[config.mk]
export PLATFORM = sky130hd
export DESIGN_NAME = weighted_lottery_arbiter
export DESIGN_NICKNAME = d
export VERILOG_FILES = /design/src/hw/rtl/wla_pkg.sv /design/src/hw/rtl/wla_mod.sv /design/src/hw/rtl/weighted_lottery_arbiter.sv
export SDC_FILE = /design/constraint.sdc
export NUM_CORES = 2
export LEC_CHECK = 0
export BUFFER_PORTS_ARGS = -buffer_cell sky130_fd_sc_hd__buf_2
export CAP_MARGIN = 20
export CORE_ASPECT_RATIO = 1.5
export CORE_MARGIN = 2
export CORE_UTILIZATION = 40
export CTS_BUF_LIST = sky130_fd_sc_hd__clkbuf_2
export CTS_CLUSTER_SIZE = 40
export DETAILED_ROUTE_END_ITERATION = 7
export GPL_TIMING_DRIVEN = 0
export PLACE_DENSITY = 0.58
export SLEW_MARGIN = 20
export SYNTH_ARGS = -nofsm -noshare
export SYNTH_HDL_FRONTEND = slang
export SYNTH_SLANG_ARGS = --single-unit
[constraint.sdc]
create_clock -name clk -period 8.5 [get_ports clk]
set_clock_uncertainty 0.15 [all_clocks]
set_input_delay 0.425 -clock clk [delete_from_list [all_inputs] [get_ports clk]]
set_output_delay 0.425 -clock clk [all_outputs]
set_load 0.05 [all_outputs]
[src/hw/rtl/wla_pkg.sv]
`timescale 1ns / 1ps

package wla_pkg;

	localparam int NUM_ENTRIES = 64;

	localparam int IDX_W  = 6;
	localparam int TKT_W  = 16;
	localparam int MASK_W = 64;
	localparam int TOT_W  = 22;
	localparam int SEED_W = 31;
	localparam int PROD_W = 46;

	localparam int ROWS  = (NUM_ENTRIES + 1) / 2;
	localparam int ROW_W = (ROWS > 1) ? $clog2(ROWS) : 1;

	localparam logic [MASK_W-1:0] ENT_MASK = (NUM_ENTRIES == MASK_W) ? {MASK_W{1'b1}} :
		((MASK_W'(1) << NUM_ENTRIES) - MASK_W'(1));

	localparam logic [TKT_W-1:0]  INIT_TICKETS = 16'd10;
	localparam logic [SEED_W-1:0] SEED_INIT    = 31'd1;
	localparam logic [SEED_W-1:0] LCG_MODM1    = 31'h7ffffffe;
	localparam logic [SEED_W-1:0] LCG_MOD      = 31'h7fffffff;
	localparam logic [14:0]       LCG_A        = 15'd16807;

	localparam int MOD_STEPS = 16;
	localparam int MOD_CNT_W = 4;

	localparam logic ACT_STORE = 1'b0;
	localparam logic ACT_PICK  = 1'b1;

	typedef enum logic [1:0] {
		STS_STORED = 2'd0,
		STS_GRANT  = 2'd1,
		STS_EMPTY  = 2'd2
	} sts_t;

endpackage

[src/hw/rtl/wla_mod.sv]
`timescale 1ns / 1ps

module wla_mod (
	input  logic                        clk,
	input  logic                        arst_n,
	input  logic                        start,
	input  logic [wla_pkg::SEED_W-1:0]  dividend,
	input  logic [wla_pkg::TOT_W-1:0]   divisor,
	output logic                        done,
	output logic [wla_pkg::TOT_W-1:0]   remainder
);
	import wla_pkg::*;

	logic                 busy_q;
	logic                 done_q;
	logic [MOD_CNT_W-1:0] cnt_q;
	logic [SEED_W:0]      dvd_q;
	logic [TOT_W-1:0]     rem_q;
	logic [TOT_W-1:0]     dsr_q;
	logic [TOT_W:0]       r1;
	logic [TOT_W:0]       r2;
	logic [TOT_W-1:0]     q1;
	logic [TOT_W-1:0]     q2;

	// two restoring steps per cycle
	always_comb begin
		r1 = {rem_q, dvd_q[SEED_W]};
		q1 = (r1 >= {1'b0, dsr_q}) ? TOT_W'(r1 - {1'b0, dsr_q}) : r1[TOT_W-1:0];
		r2 = {q1, dvd_q[SEED_W-1]};
		q2 = (r2 >= {1'b0, dsr_q}) ? TOT_W'(r2 - {1'b0, dsr_q}) : r2[TOT_W-1:0];
	end

	always_ff @(posedge clk or negedge arst_n) begin
		if (!arst_n) begin
			busy_q <= 1'b0;
			done_q <= 1'b0;
			cnt_q  <= '0;
			dvd_q  <= '0;
			rem_q  <= '0;
			dsr_q  <= '0;
		end else begin
			done_q <= 1'b0;
			if (start) begin
				busy_q <= 1'b1;
				cnt_q  <= '0;
				dvd_q  <= {1'b0, dividend};
				rem_q  <= '0;
				dsr_q  <= divisor;
			end else if (busy_q) begin
				rem_q <= q2;
				dvd_q <= dvd_q << 2;
				cnt_q <= cnt_q + MOD_CNT_W'(1);
				if (cnt_q == MOD_CNT_W'(MOD_STEPS - 1)) begin
					busy_q <= 1'b0;
					done_q <= 1'b1;
				end
			end
		end
	end

	assign done      = done_q;
	assign remainder = rem_q;

endmodule

[src/hw/rtl/weighted_lottery_arbiter.sv]
`timescale 1ns / 1ps

// Weighted lottery arbiter.
// Input channel (in_valid/in_stall) takes one word per item: action 0 stores
// ticket_count for entry_index, action 1 picks a winner among the entries set
// in runnable_mask. Output channel (out_valid/out_stall) returns one word per
// item: status, winner, draw and total_tickets.
// Items are handled one at a time; in_stall is high while an item is in work,
// so the next word is taken the cycle after the result word is registered.
// Tickets live in two banks (even and odd entries) of 32 rows, read one row
// a cycle, so the row sweep sets the pick time.
// Store: the item goes straight to ST_EMIT, which registers the result word
// once the output register is free. Pick: one sweep to sum, a check of the
// total, a 2-bit-per-cycle remainder unit, then a second sweep that stops
// at the winning row, then the word is presented; a pick with no runnable
// tickets skips the remainder unit and the second sweep.
// Reset: every entry reads 10 tickets, generator seed is 1, both channels idle.
// A stalled result word holds on the outputs; the next item's result waits
// in the block until the output register is free.
module weighted_lottery_arbiter (
	input  logic                        clk,
	input  logic                        arst_n,
	input  logic                        in_valid,
	output logic                        in_stall,
	input  logic                        action,
	input  logic [wla_pkg::IDX_W-1:0]   entry_index,
	input  logic [wla_pkg::TKT_W-1:0]   ticket_count,
	input  logic [wla_pkg::MASK_W-1:0]  runnable_mask,
	output logic                        out_valid,
	input  logic                        out_stall,
	output logic [1:0]                  status,
	output logic [wla_pkg::IDX_W-1:0]   winner,
	output logic [wla_pkg::TOT_W-1:0]   draw,
	output logic [wla_pkg::TOT_W-1:0]   total_tickets
);
	import wla_pkg::*;

	typedef enum logic [2:0] {
		ST_IDLE,
		ST_SUM,
		ST_GEN,
		ST_MOD,
		ST_SCAN,
		ST_EMIT
	} state_t;

	state_t state_q;

	logic [TKT_W-1:0] mem_even [ROWS];
	logic [TKT_W-1:0] mem_odd  [ROWS];
	logic [ROWS-1:0]  vld_even_q;
	logic [ROWS-1:0]  vld_odd_q;

	logic [TKT_W-1:0] even_s1;
	logic [TKT_W-1:0] odd_s1;
	logic [ROW_W-1:0] row_s1;
	logic             dv_s1;

	logic [ROW_W-1:0]  row_q;
	logic              iss_q;
	logic [MASK_W-1:0] mask_q;
	logic [MASK_W-1:0] sh_q;
	logic [TOT_W-1:0]  acc_q;
	logic [TOT_W-1:0]  tot_q;
	logic [TOT_W-1:0]  draw_q;
	logic [IDX_W-1:0]  win_q;
	sts_t              sts_q;

	logic [SEED_W-1:0] seed_q;
	logic [SEED_W-1:0] x_q;
	logic [PROD_W-1:0] prod_q;
	logic [SEED_W-1:0] rnd_q;

	logic              out_valid_q;
	sts_t              out_sts_q;
	logic [IDX_W-1:0]  out_win_q;
	logic [TOT_W-1:0]  out_draw_q;
	logic [TOT_W-1:0]  out_tot_q;

	logic              in_acc;
	logic              wr_en;
	logic [ROW_W-1:0]  wr_row;
	logic [TKT_W-1:0]  te;
	logic [TKT_W-1:0]  to;
	logic [TOT_W-1:0]  a0;
	logic [TOT_W-1:0]  a1;
	logic              hit0;
	logic              hit1;
	logic [IDX_W-1:0]  ent_even;
	logic [IDX_W-1:0]  ent_odd;
	logic [SEED_W-1:0] x_next;
	logic [SEED_W:0]   fsum;
	logic [SEED_W-1:0] rnd_next;
	logic              mod_start;
	logic              mod_done;
	logic [TOT_W-1:0]  mod_rem;
	logic              out_free;

	assign in_acc   = in_valid && (state_q == ST_IDLE);
	assign in_stall = (state_q != ST_IDLE);
	assign wr_en    = in_acc && (action == ACT_STORE) && (32'(entry_index) < NUM_ENTRIES);
	assign wr_row   = ROW_W'(entry_index >> 1);
	assign out_free = !out_valid_q || !out_stall;

	always_ff @(posedge clk) begin
		if (wr_en) begin
			if (entry_index[0]) begin
				mem_odd[wr_row] <= ticket_count;
			end else begin
				mem_even[wr_row] <= ticket_count;
			end
		end
		even_s1 <= mem_even[row_q];
		odd_s1  <= mem_odd[row_q];
	end

	always_ff @(posedge clk or negedge arst_n) begin
		if (!arst_n) begin
			vld_even_q <= '0;
			vld_odd_q  <= '0;
		end else if (wr_en) begin
			if (entry_index[0]) begin
				vld_odd_q[wr_row] <= 1'b1;
			end else begin
				vld_even_q[wr_row] <= 1'b1;
			end
		end
	end

	always_comb begin
		te   = vld_even_q[row_s1] ? even_s1 : INIT_TICKETS;
		to   = vld_odd_q[row_s1] ? odd_s1 : INIT_TICKETS;
		a0   = acc_q + (sh_q[0] ? TOT_W'(te) : '0);
		a1   = a0 + (sh_q[1] ? TOT_W'(to) : '0);
		hit0 = sh_q[0] && (a0 >= draw_q);
		hit1 = sh_q[1] && (a1 >= draw_q);
		ent_even = IDX_W'({row_s1, 1'b0});
		ent_odd  = IDX_W'({row_s1, 1'b1});
	end

	// fold 16807*x modulo 2^31-1, then step down by one
	always_comb begin
		x_next   = ((seed_q >= LCG_MODM1) ? SEED_W'(seed_q - LCG_MODM1) : seed_q)
			+ SEED_W'(1);
		fsum     = (SEED_W + 1)'(prod_q[SEED_W-1:0]) + (SEED_W + 1)'(prod_q[PROD_W-1:SEED_W]);
		rnd_next = (fsum >= {1'b0, LCG_MOD}) ? SEED_W'(fsum - {1'b0, LCG_MOD} - 1'b1)
			: SEED_W'(fsum - 1'b1);
	end

	assign mod_start = (state_q == ST_GEN) && (tot_q != '0);

	wla_mod u_mod (
		.clk       (clk),
		.arst_n    (arst_n),
		.start     (mod_start),
		.dividend  (rnd_q),
		.divisor   (tot_q),
		.done      (mod_done),
		.remainder (mod_rem)
	);

	always_ff @(posedge clk or negedge arst_n) begin
		if (!arst_n) begin
			state_q     <= ST_IDLE;
			row_q       <= '0;
			iss_q       <= 1'b0;
			row_s1      <= '0;
			dv_s1       <= 1'b0;
			mask_q      <= '0;
			sh_q        <= '0;
			acc_q       <= '0;
			tot_q       <= '0;
			draw_q      <= '0;
			win_q       <= '0;
			sts_q       <= STS_STORED;
			seed_q      <= SEED_INIT;
			x_q         <= '0;
			prod_q      <= '0;
			rnd_q       <= '0;
			out_valid_q <= 1'b0;
			out_sts_q   <= STS_STORED;
			out_win_q   <= '0;
			out_draw_q  <= '0;
			out_tot_q   <= '0;
		end else begin
			dv_s1  <= iss_q;
			row_s1 <= row_q;
			if (iss_q) begin
				row_q <= row_q + ROW_W'(1);
				if (row_q == ROW_W'(ROWS - 1)) begin
					iss_q <= 1'b0;
				end
			end
			prod_q <= PROD_W'(x_q) * PROD_W'(LCG_A);
			rnd_q  <= rnd_next;
			if (out_valid_q && !out_stall) begin
				out_valid_q <= 1'b0;
			end
			unique case (state_q)
				ST_IDLE: begin
					if (in_valid) begin
						if (action == ACT_PICK) begin
							mask_q  <= runnable_mask & ENT_MASK;
							sh_q    <= runnable_mask & ENT_MASK;
							x_q     <= x_next;
							acc_q   <= '0;
							row_q   <= '0;
							iss_q   <= 1'b1;
							state_q <= ST_SUM;
						end else begin
							sts_q   <= STS_STORED;
							win_q   <= '0;
							draw_q  <= '0;
							tot_q   <= '0;
							state_q <= ST_EMIT;
						end
					end
				end
				ST_SUM: begin
					if (dv_s1) begin
						acc_q <= a1;
						sh_q  <= sh_q >> 2;
						if (row_s1 == ROW_W'(ROWS - 1)) begin
							tot_q   <= a1;
							state_q <= ST_GEN;
						end
					end
				end
				ST_GEN: begin
					if (tot_q == '0) begin
						sts_q   <= STS_EMPTY;
						win_q   <= '0;
						draw_q  <= '0;
						state_q <= ST_EMIT;
					end else begin
						seed_q  <= rnd_q;
						state_q <= ST_MOD;
					end
				end
				ST_MOD: begin
					if (mod_done) begin
						draw_q  <= mod_rem + TOT_W'(1);
						sh_q    <= mask_q;
						acc_q   <= '0;
						row_q   <= '0;
						iss_q   <= 1'b1;
						state_q <= ST_SCAN;
					end
				end
				ST_SCAN: begin
					if (dv_s1) begin
						acc_q <= a1;
						sh_q  <= sh_q >> 2;
						priority if (hit0) begin
							win_q   <= ent_even;
							sts_q   <= STS_GRANT;
							iss_q   <= 1'b0;
							state_q <= ST_EMIT;
						end else if (hit1) begin
							win_q   <= ent_odd;
							sts_q   <= STS_GRANT;
							iss_q   <= 1'b0;
							state_q <= ST_EMIT;
						end
					end
				end
				ST_EMIT: begin
					if (out_free) begin
						out_valid_q <= 1'b1;
						out_sts_q   <= sts_q;
						out_win_q   <= win_q;
						out_draw_q  <= draw_q;
						out_tot_q   <= tot_q;
						state_q     <= ST_IDLE;
					end
				end
				default: begin
					state_q <= ST_IDLE;
				end
			endcase
		end
	end

	assign out_valid     = out_valid_q;
	assign status        = out_sts_q;
	assign winner        = out_win_q;
	assign draw          = out_draw_q;
	assign total_tickets = out_tot_q;

endmodule

==> impl_metrics.env <==
export IMPL_status="finished, final reports clean"
export IMPL_cp_required_ns=10.09
export IMPL_power_switching_uw=3350
export IMPL_synthToLayoutAreaGrowth_pct=17.3
export IMPL_ant_nets=0
export IMPL_p_comb_share_pct=2.5
export IMPL_cpPeakStageDelay_ns=0.57
export IMPL_clk_path_buf_depth=4
export IMPL_clock_sinks=1611
export IMPL_p_per_area_mw_per_mm2=153
export IMPL_fin_crit_ns=8.15
export IMPL_yosys_warnings=0
export IMPL_row_count=197
export IMPL_maxCapViolCount=0
export IMPL_maxSlewViolCount=0
export IMPL_firstDrtPassIters=8
export IMPL_ys_ff_latch=1611
export IMPL_synth_async_reset_ratio_pct=34.5
export IMPL_root_buffer="clkbuf_2"
export IMPL_grt_pass1_wl_mm=343
export IMPL_netlist_area_leader_share_pct=39.9
export IMPL_routabilityCongestion=0.997
export IMPL_wirelength_mm=230
export IMPL_antenna_found_initial=7
export IMPL_hold_ws_ns=0.230
export IMPL_slew_headroom_pct=16.3
export IMPL_overflow=0
export IMPL_rrSetupSlack_ns=0.35
export IMPL_stdcell_count=9778
export IMPL_routedWlPerCell_um=23.5
export IMPL_postSynthNetCount=6509
export IMPL_ys_flop_type="edfxtp_1"
export IMPL_place_ws_ns=-2.36
export IMPL_synth_distinct_cells=80
export IMPL_core_mm2=0.192
export IMPL_gr_usage_all_layers_pct=23.3
export IMPL_r2r_worst_path_cells=38
export IMPL_die_h_um=542
export IMPL_swShare_pct=24.2
export IMPL_numCtsBuffers=401
export IMPL_worstSetupStartpoint="row_s1[0]$_DFF_PN0_"
export IMPL_avgViaCountPerCell=5.46
export IMPL_start_util_pct=40.2
export IMPL_seq_area_frac_synth_pct=58.8
export IMPL_grt_pass1_vias=56073
export IMPL_worst_path_max_delay_cell="mux4_2"
export IMPL_synth_edf_count=1024
export IMPL_startpoint_type="register"
export IMPL_final_common_cell="edfxtp_1"
export IMPL_drtIter0Drc=3799
export IMPL_cp_max_fo=10
export IMPL_h_tree_depth=5
export IMPL_grt_max_degree=97
export IMPL_setup_ws_ns=0.346
export IMPL_io_buffers=141
export IMPL_mostFrequentLayoutCells="edfxtp_1 (1024), nand2_1 (793), clkbuf_2 (599)"
export IMPL_dieArea_mm2=0.196
export IMPL_cts_tree="yes"
export IMPL_crit_type="reg -> reg"
export IMPL_syn_inst=5947
export IMPL_syn_avg_cell_area_um2=13.0
export IMPL_fin_crit_sh_pct=95.9
export IMPL_nets=7552
export IMPL_p_leak_uw=0.0386
export IMPL_fmax_mhz=123
export IMPL_die_w_um=362
export IMPL_ios=145
export IMPL_hpwlAfterDp_mm=165
export IMPL_end_kind="register"
export IMPL_power_internal_uw=10500
export IMPL_syn_area_mm2=0.0771
export IMPL_min_delay_path_class="reg -> reg"
export IMPL_ir_drop_v=0.000151
export IMPL_final_layout_size_suffix_gt1_share_pct=18.3
export IMPL_worstReg2RegEnd="sts_q[0]$_DFFE_PN0P_"
export IMPL_setup_viol=0
export IMPL_hold_viol=0
export IMPL_placed_cells=8646
export IMPL_endpoint="sts_q[0]$_DFFE_PN0P_"
export IMPL_arrival_ns=9.74
export IMPL_tightest_slew_ns=1.26
export IMPL_clk_latency_ns=1.89
export IMPL_seq_power_share_pct=60.2
export IMPL_hold_start="rnd_q[27]$_DFF_PN0_"
export IMPL_vias=53340
export IMPL_remaining_drc_errors=0
export IMPL_reg2reg_from="row_s1[0]$_DFF_PN0_"
export IMPL_yosysTopAreaCell="edfxtp_1"
export IMPL_synth_area_top_cells="edfxtp_1 (40%), dfrtp_1 (18%), ha_1 (5.4%)"
export IMPL_clk_pin_slew_ns=0.10
export IMPL_p_clk_share_pct=37.3
-- worst max-delay path, delay by kind of cell, from the launching register on --
kind | cells | cell delay (ns)
buffers and inverters | 4 | 0.50
xor gates and xnor gates | 2 | 0.34
adders and majority gates | 4 | 1.01
muxes | 4 | 1.58
DFF | 1 | 0.45
and+or+nand+nor | 8 | 1.15
AOI/OAI and AO/OA | 16 | 2.90
-- logic make-up (layout without fill, tap and decap cells) --
family / Yosys count / after routing / synth area share (%)
flip-flops: 1611 / 1611 / 58.8
AND/OR/NAND/NOR: 1435 / 1435 / 8.39
AO/OA/AOI/OAI: 1153 / 1153 / 9.50
buffers and inverters: 538 / 1870 / 2.63
multiplexers: 522 / 522 / 9.27
adder cells (fa/ha/maj): 471 / 471 / 8.99
XOR/XNOR: 217 / 217 / 2.47
other: 0 / 12 / 0
-- metal layers --
metal  global-route usage [%]  wire length, µm  vias to the layer above
met5                        0               13                        -
met4                     12.1            12700                        2
met3                     4.78            13100                      583
met2                     42.9           121000                     1912
met1                     24.9            83000                    26553
li1                         -                -                    24290
-- timing repair --
action,4_1_cts,5_1_grt
resized for setup,41,21
setup buffers,1,12
endpoints found under the setup margin,35,26
hold buffers,418,0
endpoints found under the hold margin,2818,0
pin swaps,2,4
-- worst min-delay path by stage --
stage	slack, ns	cells past startpoint	endpoint
floorplan	-0.02	0	acc_q[0]$_DFFE_PN0P_
global placement	0.20	0	row_s1[2]$_DFF_PN0_
detailed placement	0.18	1	draw[13]$_DFFE_PN0P_
CTS	0.02	7	state_q[0]$_DFFE_PN0P_
global route	0.16	6	tot_q[2]$_DFFE_PN0P_
finish	0.23	2	seed_q[27]$_DFFE_PN0P_
-- synthesized netlist by cell type (6+ instances only) --
library cell and count:
mux2i_1 268, nor4_1 16, edfxtp_1 1024, a311o_1 10, dfrtp_1 554, or3_1 13, nand2_1 793, nor2_1 202
a22o_1 35, inv_1 262, and4_1 13, a21oi_1 237, or4_1 8, o21bai_1 11, xnor2_1 138, a221oi_1 8
o2111ai_1 6, mux4_2 142, fa_1 138, o221ai_1 150, buf_1 39, mux2_2 112, clkbuf_1 231, and2_1 45
or2_2 73, nor2b_1 29, nand3b_1 8, o31ai_1 33, a21o_1 60, a211oi_1 17, nand3_1 75, a31oi_1 11
xor2_1 79, nor3_1 41, and3_1 33, nor3b_1 6, o22ai_1 91, o21ai_0 390, ha_1 333, dfxtp_1 32
nand2b_1 23, nand4_1 42, o21a_1 24, o211ai_1 10
-- area by class of cell --
class	count	area, µm²
clock inverter	99	559
clock buffer	593	2970
inverter	265	996
fill	17266	101000
timing repair buffer	643	6230
tap	2487	3110
multi-input combinational	3798	30100
buffer	270	1070
sequential	1611	45300
antenna	12	30.0
-- metrics by stage --
step	total power [µW]	util [%]	area (µm²)	setup TNS, ns
floorplan	8520	-	77100	0
global placement	8700	42.2	80900	-2860.68
detailed placement	8720	42.8	82000	-30.19
CTS	14000	47.0	90200	-0.0000417
global route	14400	47.1	90400	-0.0526
finish	13800	47.1	90400	0
-- power groups by stage --
| stage | Combinational [µW] | Sequential (µW) | Clock, µW |
|---|---|---|---|
| floorplan | 16.7 | 8510 | 0 |
| global placement | 186 | 8510 | 0 |
| detailed placement | 209 | 8510 | 0 |
| CTS | 336 | 8330 | 5310 |
| global route | 368 | 8330 | 5710 |
| finish | 343 | 8330 | 5170 |
-- state kept, by name, indices dropped and copies added, names as in the netlist, 6 cells and up --
signal and count:
total_tickets 22, x_q 31, u_mod.dvd_q 32, winner 6, mem_even 512, vld_odd_q 32, prod_q 46, odd_s1 16
vld_even_q 32, seed_q 31, win_q 6, rnd_q 31, mask_q 64, mem_odd 512, tot_q 22, acc_q 22
even_s1 16, u_mod.remainder 22, draw_q 22, sh_q 64, draw 22, u_mod.dsr_q 22
Note: power is estimated with default switching activity, not from simulation.
